$ cat config.mk
export PLATFORM = sky130hd
export DESIGN_NAME = opwm_cordic_cell
export DESIGN_NICKNAME = d
export VERILOG_FILES = /design/src/rtl/core/opwm_pkg.sv /design/src/rtl/core/opwm_cordic_cell.sv
export SDC_FILE = /design/constraint.sdc
export NUM_CORES = 1
export LEC_CHECK = 0
export BUFFER_PORTS_ARGS = -buffer_cell sky130_fd_sc_hd__buf_2
export CAP_MARGIN = 25
export CELL_PAD_IN_SITES_DETAIL_PLACEMENT = 1
export CELL_PAD_IN_SITES_GLOBAL_PLACEMENT = 2
export CORE_ASPECT_RATIO = 1.5
export CORE_UTILIZATION = 30
export DETAILED_ROUTE_END_ITERATION = 10
export PLACE_DENSITY_LB_ADDON = 0.08
export REMOVE_ABC_BUFFERS = 1
export SLEW_MARGIN = 15
export SYNTH_ARGS = -nofsm -noshare
export SYNTH_HDL_FRONTEND = slang
export SYNTH_SLANG_ARGS = --single-unit
export TNS_END_PERCENT = 20
$ cat constraint.sdc
create_clock -name i_clk -period 6.1 [get_ports i_clk]
set_clock_uncertainty 0.2 [all_clocks]
set_input_delay 0.61 -clock i_clk [delete_from_list [all_inputs] [get_ports i_clk]]
set_output_delay 0.61 -clock i_clk [all_outputs]
set_load 0.05 [all_outputs]
$ cat src/rtl/core/opwm_pkg.sv
`timescale 1ns / 1ps
// Shared constants, widths, arctangent table and pipeline structs for the
// omnidirectional pixel to world mapper. No dependencies.
package opwm_pkg;

    localparam int PIXEL_BITS    = 10;
    localparam int CORDIC_STAGES = 16;
    localparam int TABLE_LEN     = 24;
    localparam int NS            = (CORDIC_STAGES > TABLE_LEN) ? TABLE_LEN : CORDIC_STAGES;
    localparam int SIW           = 5;

    localparam int CENTER_W = 14;
    localparam int DW       = ((PIXEL_BITS + 4 > CENTER_W) ? PIXEL_BITS + 4 : CENTER_W) + 1;
    localparam int SQW      = 2 * DW - 2;
    localparam int NW       = 2 * DW + 7;
    localparam int RW       = (NW + 1) / 2;
    localparam int CW       = DW + 21;
    localparam int ZW       = 35;
    localparam int THW      = 24 + RW;
    localparam int XDW      = 26;
    localparam int QW       = 16;
    localparam int DIVW     = 58;

    localparam logic [32:0] HALF_PI_Q32      = 33'd6746518853;
    localparam logic [29:0] TURN_PER_RAD_Q32 = 30'd683565276;
    localparam logic [29:0] INV_GAIN_Q30     = 30'd652032874;

    localparam logic [31:0] ATAN_TURN [TABLE_LEN] = '{
        32'h20000000, 32'h12E4051E, 32'h09FB385B, 32'h051111D4, 32'h028B0D43,
        32'h0145D7E1, 32'h00A2F61E, 32'h00517C55, 32'h0028BE53, 32'h00145F2F,
        32'h000A2F98, 32'h000517CC, 32'h00028BE6, 32'h000145F3, 32'h0000A2FA,
        32'h0000517D, 32'h000028BE, 32'h0000145F, 32'h00000A30, 32'h00000518,
        32'h0000028C, 32'h00000146, 32'h000000A3, 32'h00000051
    };

    typedef struct packed {
        logic signed [DW-1:0] dx;
        logic signed [DW-1:0] dy;
        logic                 zero;
        logic [RW-1:0]        r;
        logic [15:0]          rel;
        logic                 hor;
        logic                 xpos;
        logic                 sat;
        logic [QW-1:0]        gdist;
    } t_side;

    typedef struct packed {
        logic signed [CW-1:0] x;
        logic signed [CW-1:0] y;
        logic signed [ZW-1:0] z;
    } t_cord;

    typedef struct packed {
        logic [NW:0] rem;
        logic [NW:0] res;
    } t_sqrt;

    typedef struct packed {
        logic [DIVW-1:0] rem;
        logic [XDW-1:0]  den;
        logic [QW-1:0]   q;
    } t_div;

endpackage

$ cat src/rtl/core/opwm_cordic_cell.sv
`timescale 1ns / 1ps
// One registered CORDIC micro-rotation, vectoring or rotation mode.
// Depends on opwm_pkg.
module opwm_cordic_cell (
    input  logic                       i_clk,
    input  logic                       i_rst_n,
    input  logic                       i_vec,
    input  logic [opwm_pkg::SIW-1:0]   i_stage,
    input  logic                       i_vld,
    input  opwm_pkg::t_cord            i_cord,
    input  opwm_pkg::t_side            i_side,
    output logic                       o_vld,
    output opwm_pkg::t_cord            o_cord,
    output opwm_pkg::t_side            o_side
);
    import opwm_pkg::*;

    logic signed [CW-1:0] x, y, xs, ys;
    logic signed [ZW-1:0] z, at;
    logic                 ccw;
    t_cord                n_cord;
    logic                 r_vld;
    t_cord                r_cord;
    t_side                r_side;

    always_comb begin
        x   = i_cord.x;
        y   = i_cord.y;
        z   = i_cord.z;
        xs  = x >>> i_stage;
        ys  = y >>> i_stage;
        at  = signed'(ZW'(ATAN_TURN[i_stage]));
        ccw = i_vec ? !(y > 0) : !z[ZW-1];
        if (ccw) begin
            n_cord.x = x - ys;
            n_cord.y = y + xs;
            n_cord.z = z - at;
        end else begin
            n_cord.x = x + ys;
            n_cord.y = y - xs;
            n_cord.z = z + at;
        end
    end

    always_ff @(posedge i_clk) begin
        if (!i_rst_n) begin
            r_vld <= 1'b0;
        end else begin
            r_vld <= i_vld;
        end
        r_cord <= n_cord;
        r_side <= i_side;
    end

    assign o_vld  = r_vld;
    assign o_cord = r_cord;
    assign o_side = r_side;

endmodule

==> flow_summary.yaml <==
timing:
  finalHoldViolations: 0
  worstMarginPinSlew_ns: 0.983
  period_minus_slack_ns: 5.90
  min_period_over_period: 0.968
  slew_violations: 0
  grt_setup_unrepaired: "yes"
  slew_headroom: 0.342
  fmax_mhz: 169
  finalSetupViolations: 0
  whs_ns: 0.0323
  setup_ws_ns: 0.195
synthesis:
  ys.flop_type: "dfxtp_1"
  async_reset_ff_frac: 0
  yosysSeqAreaShare: 0.213
  yosysWarnings: 0
  synth_area_mm2: 0.0182
  synth_area_per_cell_um2: 8.65
  synth-edff-count: 0
  synthCells: 2100
  synth.distinct_cells: 102
  ys_ff_latch: 193
clock_tree:
  cts_tree: "yes"
  cts-root-buf: "clkbuf_16"
  cts_buffers: 17
  cts.reportedPaths.clkPinSlew_ns: 0.10
  htreeDepth: 4
  cts_sinks: 193
  cts.path.max_buffers: 2
final_layout:
  most-common-layout-cells: "buf_4, buf_2, dfxtp_1, nor2_1, a21oi_1"
  syn_to_final_growth_pct: 54.9
  fill_cells: 7192
  mostFrequentLayoutCell: "buf_4"
  drive_gt1_frac: 0.427
  instances_no_fill: 4027
  final_area_mm2: 0.0281
  fin_nets: 3545
hold_path:
  min_path_type: "in2reg"
critical_path:
  end_kind: "register"
  path_cells: "buf_16, buf_4, buf_4, mux4_2, a32oi_1, nand2_1, a211oi_2, ha_2, inv_1, or3b_1, or3_4, nor2_2, a21oi_1, xor2_1, ha_1, nand3_1, nor3_2, or3b_4, a21oi_4, nor4_2, or3b_2, a21o_1, a211o_1, nand3_1"
  cp_data_required_time_ns: 6.37
  crit_fanout: 16
  crit_path_max_incr_delay_ns: 0.55
  cp_data_arrival_time_ns: 6.18
  critPathLaunchType: "input port"
  timing.critical_path.max_delay_family: "simple AND/OR/NAND/NOR gates"
  cpMaxStageDelayCell: "mux4_2"
  crit_type: "in2reg"
  crit_buf_inv: 4
route:
  drt_first_pass_iters: 9
  vias_per_cell: 5.53
  vias: 22300
  wl_per_cell_um: 26.4
  wirelength_um: 106000
  drtIter0Drc: 1140
  ant_nets: 0
  drc: 2
global_route:
  grt_most_used_layer: "met2"
  grt_pass1_vias: 23900
  grt-ovfl-total: 0
  grt_util_met3: 0.0560
  use_met2: 0.636
  antenna_found_initial: 7
  gr-usage-met1: 0.336
  grt_max_degree: 35
  grt_pass1_wl_um: 154000
  track_usage: 0.342
placement:
  dpl.hpwl_um: 88100
  port_buffers: 393
  dpl.cell_count: 3898
  pre_cts_ws_ns: -0.801
  dpl_cell_area_mm2: 0.0262
  finalWeightedCongestion: 1.02
power:
  powerDensity_mw_per_mm2: 292
  ir_drop_uv: 347
  p_leak_uw: 0.0131
  fin_total_pwr_uw: 8230
floorplanning:
  io_pins: 394
  die_h_um: 303
  core_area_mm2: 0.0599
  die_w_um: 203
  rows: 110
  start_util: 0.303
  design.die.area_mm2: 0.0616
run:
  maxCapViolCount: 0
run_status:
  outcome: "complete, but fails checks"
  violations: "design-rule violations"
==> stage by stage <==
step	util	TNS [ns]
3_5_place_dp	0.438	-21.44
4_1_cts	0.465	0
5_1_grt	0.470	-0.119
3_3_place_gp	0.438	-17.76
2_1_floorplan	-	0
6_report	0.470	0
==> cell families (layout without fill, tap and decap cells) <==
kind of cell | count (synthesis) | in the layout | synth area share
muxes | 203 | 203 | 0.177
AOI/OAI and AO/OA | 619 | 619 | 0.228
and+or+nand+nor | 610 | 610 | 0.169
other | 0 | 5 | 0
adders and majority gates | 119 | 119 | 0.0832
xor gates and xnor gates | 172 | 172 | 0.0829
buffers and inverters | 184 | 1322 | 0.0470
DFF | 193 | 193 | 0.213
==> per-layer routing <==
layer / routed length, um / share of wire
met1: 37200 / 0.35
met2: 54700 / 0.51
met3: 5280 / 0.050
met4: 9180 / 0.086
met5: 37 / 0.00035
==> final timing paths <==
check,slack [ns],end,cells past startpoint,startpoint
hold / removal,0.03,o_side[38],1,i_side[38]
setup / recovery,0.20,o_cord[69],24,i_stage[0]
==> registers in the layout (all words and copies together), names as in the netlist <==
| name | count |
|---|---|
| o_cord | 107 |
| o_side | 85 |
| o_vld | 1 |
==> where the power goes <==
part           total [uW]  internal [uW]  leakage (uW)  switching [uW]
Clock                1310            594      0.000322             713
Combinational        5200           1950        0.0112            3250
Sequential           1720           1620       0.00163            95.2
Total                8230           4160        0.0131            4060
==> final cells by class <==
| cell class | instances | area [um^2] | area share |
|---|---|---|---|
| diodes | 5 | 12.5 | 0.000445 |
| clock buffers | 17 | 425 | 0.0151 |
| clock inverters | 15 | 241 | 0.00858 |
| inverters | 62 | 236 | 0.00840 |
| multi-input cells | 1723 | 13700 | 0.487 |
| flip-flops and latches | 193 | 3860 | 0.137 |
| well taps | 784 | 981 | 0.0349 |
| repair buffers | 1228 | 8670 | 0.308 |
==> cells in the mapped netlist (57+ instances only) <==
cell type,count,area [um^2]
inv_1,57,214
xor2_1,75,657
a21o_1,58,435
nand2_1,148,556
a21oi_1,159,796
mux2i_1,79,791
xnor2_1,97,850
nor2_1,172,646
dfxtp_1,193,3860
ha_1,116,1450
mux4_2,89,2000
o21ai_0,105,526
==> repair_timing <==
action | CTS | global route
hold buffers | 83 | 0
hold endpoints to repair | 83 | 0
setup buffers | 2 | 6
pin swaps | 2 | 11
resized for setup | 13 | 63
endpoints found under the setup margin | 18 | 34
Power figures use the tool's default switching activity.
