<file path="config.mk">
export PLATFORM = sky130hd
export DESIGN_NAME = opwm_div_cell
export DESIGN_NICKNAME = d
export VERILOG_FILES = /design/src/rtl/core/opwm_pkg.sv /design/src/rtl/core/opwm_div_cell.sv
export SDC_FILE = /design/constraint.sdc
export NUM_CORES = 1
export LEC_CHECK = 0
export BUFFER_PORTS_ARGS = -buffer_cell sky130_fd_sc_hd__buf_4
export CAP_MARGIN = 20
export CORE_MARGIN = 5
export CORE_UTILIZATION = 35
export DETAILED_ROUTE_END_ITERATION = 16
export PLACE_DENSITY = 0.64
export SLEW_MARGIN = 20
export SYNTH_ARGS = -nofsm -noshare
export SYNTH_HDL_FRONTEND = slang
export SYNTH_SLANG_ARGS = --single-unit
export TNS_END_PERCENT = 10
</file>
<file path="constraint.sdc">
create_clock -name i_clk -period 7.6 [get_ports i_clk]
set_clock_uncertainty 0.1 [all_clocks]
set_input_delay 1.52 -clock i_clk [delete_from_list [all_inputs] [get_ports i_clk]]
set_output_delay 1.52 -clock i_clk [all_outputs]
set_load 0.01 [all_outputs]
</file>
<file path="src/rtl/core/opwm_pkg.sv">
`timescale 1ns / 1ps
// Shared constants, widths, arctangent table and pipeline structs for the
// omnidirectional pixel to world mapper. No dependencies.
package opwm_pkg;

    localparam int PIXEL_BITS    = 10;
    localparam int CORDIC_STAGES = 16;
    localparam int TABLE_LEN     = 24;
    localparam int NS            = (CORDIC_STAGES > TABLE_LEN) ? TABLE_LEN : CORDIC_STAGES;
    localparam int SIW           = 5;

    localparam int CENTER_W = 14;
    localparam int DW       = ((PIXEL_BITS + 4 > CENTER_W) ? PIXEL_BITS + 4 : CENTER_W) + 1;
    localparam int SQW      = 2 * DW - 2;
    localparam int NW       = 2 * DW + 7;
    localparam int RW       = (NW + 1) / 2;
    localparam int CW       = DW + 21;
    localparam int ZW       = 35;
    localparam int THW      = 24 + RW;
    localparam int XDW      = 26;
    localparam int QW       = 16;
    localparam int DIVW     = 58;

    localparam logic [32:0] HALF_PI_Q32      = 33'd6746518853;
    localparam logic [29:0] TURN_PER_RAD_Q32 = 30'd683565276;
    localparam logic [29:0] INV_GAIN_Q30     = 30'd652032874;

    localparam logic [31:0] ATAN_TURN [TABLE_LEN] = '{
        32'h20000000, 32'h12E4051E, 32'h09FB385B, 32'h051111D4, 32'h028B0D43,
        32'h0145D7E1, 32'h00A2F61E, 32'h00517C55, 32'h0028BE53, 32'h00145F2F,
        32'h000A2F98, 32'h000517CC, 32'h00028BE6, 32'h000145F3, 32'h0000A2FA,
        32'h0000517D, 32'h000028BE, 32'h0000145F, 32'h00000A30, 32'h00000518,
        32'h0000028C, 32'h00000146, 32'h000000A3, 32'h00000051
    };

    typedef struct packed {
        logic signed [DW-1:0] dx;
        logic signed [DW-1:0] dy;
        logic                 zero;
        logic [RW-1:0]        r;
        logic [15:0]          rel;
        logic                 hor;
        logic                 xpos;
        logic                 sat;
        logic [QW-1:0]        gdist;
    } t_side;

    typedef struct packed {
        logic signed [CW-1:0] x;
        logic signed [CW-1:0] y;
        logic signed [ZW-1:0] z;
    } t_cord;

    typedef struct packed {
        logic [NW:0] rem;
        logic [NW:0] res;
    } t_sqrt;

    typedef struct packed {
        logic [DIVW-1:0] rem;
        logic [XDW-1:0]  den;
        logic [QW-1:0]   q;
    } t_div;

endpackage

</file>
<file path="src/rtl/core/opwm_div_cell.sv">
`timescale 1ns / 1ps
// One registered quotient bit of the restoring distance divider.
// Depends on opwm_pkg.
module opwm_div_cell (
    input  logic                       i_clk,
    input  logic                       i_rst_n,
    input  logic [opwm_pkg::SIW-1:0]   i_stage,
    input  logic                       i_vld,
    input  opwm_pkg::t_div             i_dv,
    input  opwm_pkg::t_side            i_side,
    output logic                       o_vld,
    output opwm_pkg::t_div             o_dv,
    output opwm_pkg::t_side            o_side
);
    import opwm_pkg::*;

    logic [DIVW-1:0] sub;
    t_div            n_dv;
    logic            r_vld;
    t_div            r_dv;
    t_side           r_side;

    // divisor is den << 16, so this step subtracts den << (16 + k)
    always_comb begin
        sub      = DIVW'(i_dv.den) << (i_stage + 5'd16);
        n_dv.den = i_dv.den;
        if (i_dv.rem >= sub) begin
            n_dv.rem = i_dv.rem - sub;
            n_dv.q   = {i_dv.q[QW-2:0], 1'b1};
        end else begin
            n_dv.rem = i_dv.rem;
            n_dv.q   = {i_dv.q[QW-2:0], 1'b0};
        end
    end

    always_ff @(posedge i_clk) begin
        if (!i_rst_n) begin
            r_vld <= 1'b0;
        end else begin
            r_vld <= i_vld;
        end
        r_dv   <= n_dv;
        r_side <= i_side;
    end

    assign o_vld  = r_vld;
    assign o_dv   = r_dv;
    assign o_side = r_side;

endmodule

</file>
==> flow_summary.json <==
{
  "max_freq_mhz": 160,
  "postCtsSetupBuffers": 0,
  "syn_to_final_growth_pct": 38.6,
  "core-area_mm2": 0.0270,
  "htreeDepth": 4,
  "finalHoldViolCount": 0,
  "slew_viol_final": 0,
  "setup_violations": 0,
  "mostFrequentLayoutCell": "buf_4",
  "viasPerCell": 5.20,
  "most-common-layout-cells": "buf_4 (380), dfxtp_1 (186), a21oi_1 (118)",
  "grt_max_degree": 57,
  "path_max_fanout": 27,
  "cp_num_buf_inv": 4,
  "finalSetupTns_ps": 0,
  "min_period_over_period_pct": 82.4,
  "synth-seq-area-share_pct": 38.7,
  "grt_pass1_wl_mm": 52.0,
  "path_cells": "buf_4 > clkinv_1 > mux2_2 > mux2_2 > mux2i_1 > ha_1 > a211oi_1 > o21ai_0 > a31oi_1 > a211oi_1 > nor4_1 > a211oi_2 > nor3_4 > inv_2 > buf_4 > mux2_1",
  "antenna_found_initial": 0,
  "gp_congestion": 0.924,
  "drc": 0,
  "power.internal_w": 0.00205,
  "rsz0062_at_grt": "false",
  "fp-row-count": 60,
  "ir_drop_uv": 142,
  "cts_root_buf": "clkbuf_16",
  "overflow": 0,
  "max_stage_delay_ps": 600,
  "synth_edf_count": 0,
  "drv_cap": 0,
  "synthesis.nets": 1379,
  "ys_ff_latch": 186,
  "first_pass_iters": 5,
  "dp_hpwl_mm": 29.2,
  "nets": 1719,
  "drt_iter0_drc": 614,
  "power.density_mw_per_mm2": 234,
  "grt_usage_pct": 21.7,
  "grt_pass1_vias": 9033,
  "initial_utilization_pct": 35.6,
  "syn_avg_cell_area_um2": 8.56,
  "portBuffers": 377,
  "cp_top_family": "multiplexers",
  "diodes": 0,
  "hold_slack_ps": 1070,
  "p_leak_nw": 6.10,
  "synth.cell_area_mm2": 0.00963,
  "cts_num_sinks": 186,
  "chipHeight_um": 176,
  "clockBufferDepth": 2,
  "wirelength_mm": 35.3,
  "slew-limit-headroom_pct": 53.2,
  "cts_made_buffers": 17,
  "worstPathArrival_ps": 6490,
  "clk_pin_slew_ps": 90,
  "yosysWarnings": 0,
  "hold_buffers": 0,
  "hold_path_class": "primary input to flop",
  "yosysUniqueCellTypes": 69,
  "cp.required_ps": 7820,
  "ys_async_sr_fraction_pct": 0,
  "critPathSlowestCell": "clkinv_1",
  "synth_flop_cell": "dfxtp_1",
  "post_drt_wl_per_cell_um": 19.4,
  "end_kind": "flop",
  "p_switching_w": 0.00107,
  "die_area_mm2": 0.0309,
  "die_w_um": 176,
  "crit_type": "primary input to flop",
  "postSynthCellCount": 1125,
  "num_vias": 9451,
  "crit_path_start_kind": "primary input",
  "cts_resized": 0,
  "cts_tree": "built",
  "drive_above_1_share_pct": 30.7,
  "n_fill_cell": 2635,
  "min_period_ps": 6260,
  "p_comb_share_pct": 32.7,
  "p_seq_share_pct": 36.2,
  "num_io_pins": 379,
  "antenna_left": 0,
  "pwr-share-clk_pct": 31.1,
  "outcome": "complete, no violations",
  "worstMarginPinSlew_ps": 695,
  "p_sw_share_pct": 34.1
}
==> cells by family (layout without fill, tap and decap cells) <==
| kind of cell | Yosys count | in the layout | share of synthesized area, % |
|---|---|---|---|
| AND/OR/NAND/NOR | 335 | 335 | 16.0 |
| adder cells (fa/ha/maj) | 61 | 61 | 8.00 |
| flip-flops | 186 | 186 | 38.7 |
| multiplexers | 64 | 64 | 7.43 |
| AO/OA/AOI/OAI | 338 | 338 | 22.0 |
| buffers and inverters | 97 | 450 | 3.90 |
| XOR/XNOR | 44 | 44 | 4.00 |
==> cell type report <==
cell class	instances	area (um2)	share of cell area (%)
clock inverters	15	225	1.69
multi-input cells	842	5530	41.5
flip-flops and latches	186	3720	27.9
repair buffers	381	2870	21.5
clock buffers	17	425	3.19
well taps	341	427	3.20
inverters	37	139	1.04
==> per-layer routing <==
metal  vias to the layer above  track usage, %  part of all wire, %
met4                         0            6.53                  2.5
met1                      4323            24.6                   39
li1                       4721               -                    -
met5                         -               0                    0
met2                       356            39.8                   51
met3                        51            5.70                  7.6
==> path summary, 6_finish.rpt <==
kind | start | endpoint | slack [ps] | cells after the start
setup / recovery | i_stage[2] | o_dv[98] | 1340 | 16
hold / removal | i_side[80] | o_side[80] | 1070 | 1
==> through the flow <==
step           cells  utilization, %  total power (W)  instance area (um2)  worst slack (ps)
6_report        1819            49.4          0.00312                13300              1340
5_1_grt         1819            49.4          0.00329                13300               923
4_1_cts         1819            49.4          0.00315                13300              1340
3_5_place_dp    1787            47.0          0.00217                12700               889
3_3_place_gp    1787            47.0          0.00217                12700               912
2_1_floorplan   1125               -          0.00173                 9630              1690
==> synthesized netlist by cell type (5+ instances only) <==
cell,instances,share of area (%)
xor2_1,17,1.5
o21ai_0,80,4.2
dfxtp_1,186,39
nor3_1,24,1.2
or3_1,6,0.39
a21oi_1,118,6.1
nand4_1,28,1.8
o211ai_1,8,0.62
nand3_1,12,0.62
nor2_1,98,3.8
mux2_2,19,2.2
o31ai_1,8,0.62
a22oi_1,5,0.39
and2_1,7,0.45
nor2b_1,6,0.39
ha_1,60,7.8
nand2b_1,17,1.1
o21bai_1,14,1.1
nand2_1,116,4.5
clkbuf_1,43,1.7
inv_1,33,1.3
buf_2,9,0.47
nor4_1,6,0.39
buf_1,8,0.31
o22a_1,7,0.64
o21a_1,9,0.70
a211oi_1,11,0.86
a21o_1,32,2.5
a31oi_1,5,0.32
xnor2_1,27,2.5
mux2i_1,40,4.2
==> flip-flops by register name (all words and copies together) (netlist names) <==
name,count
o_side,85
o_dv,100
o_vld,1
==> power by group through the flow <==
stage	logic, W	clock network (W)	registers, W
after floorplan	0.000511	0	0.00122
after global placement	0.00102	0	0.00115
after detailed placement	0.00102	0	0.00115
after CTS	0.00102	0.000994	0.00113
after global routing	0.00111	0.00103	0.00114
final	0.00102	0.000971	0.00113
Note: power is estimated with default switching activity, not from simulation.
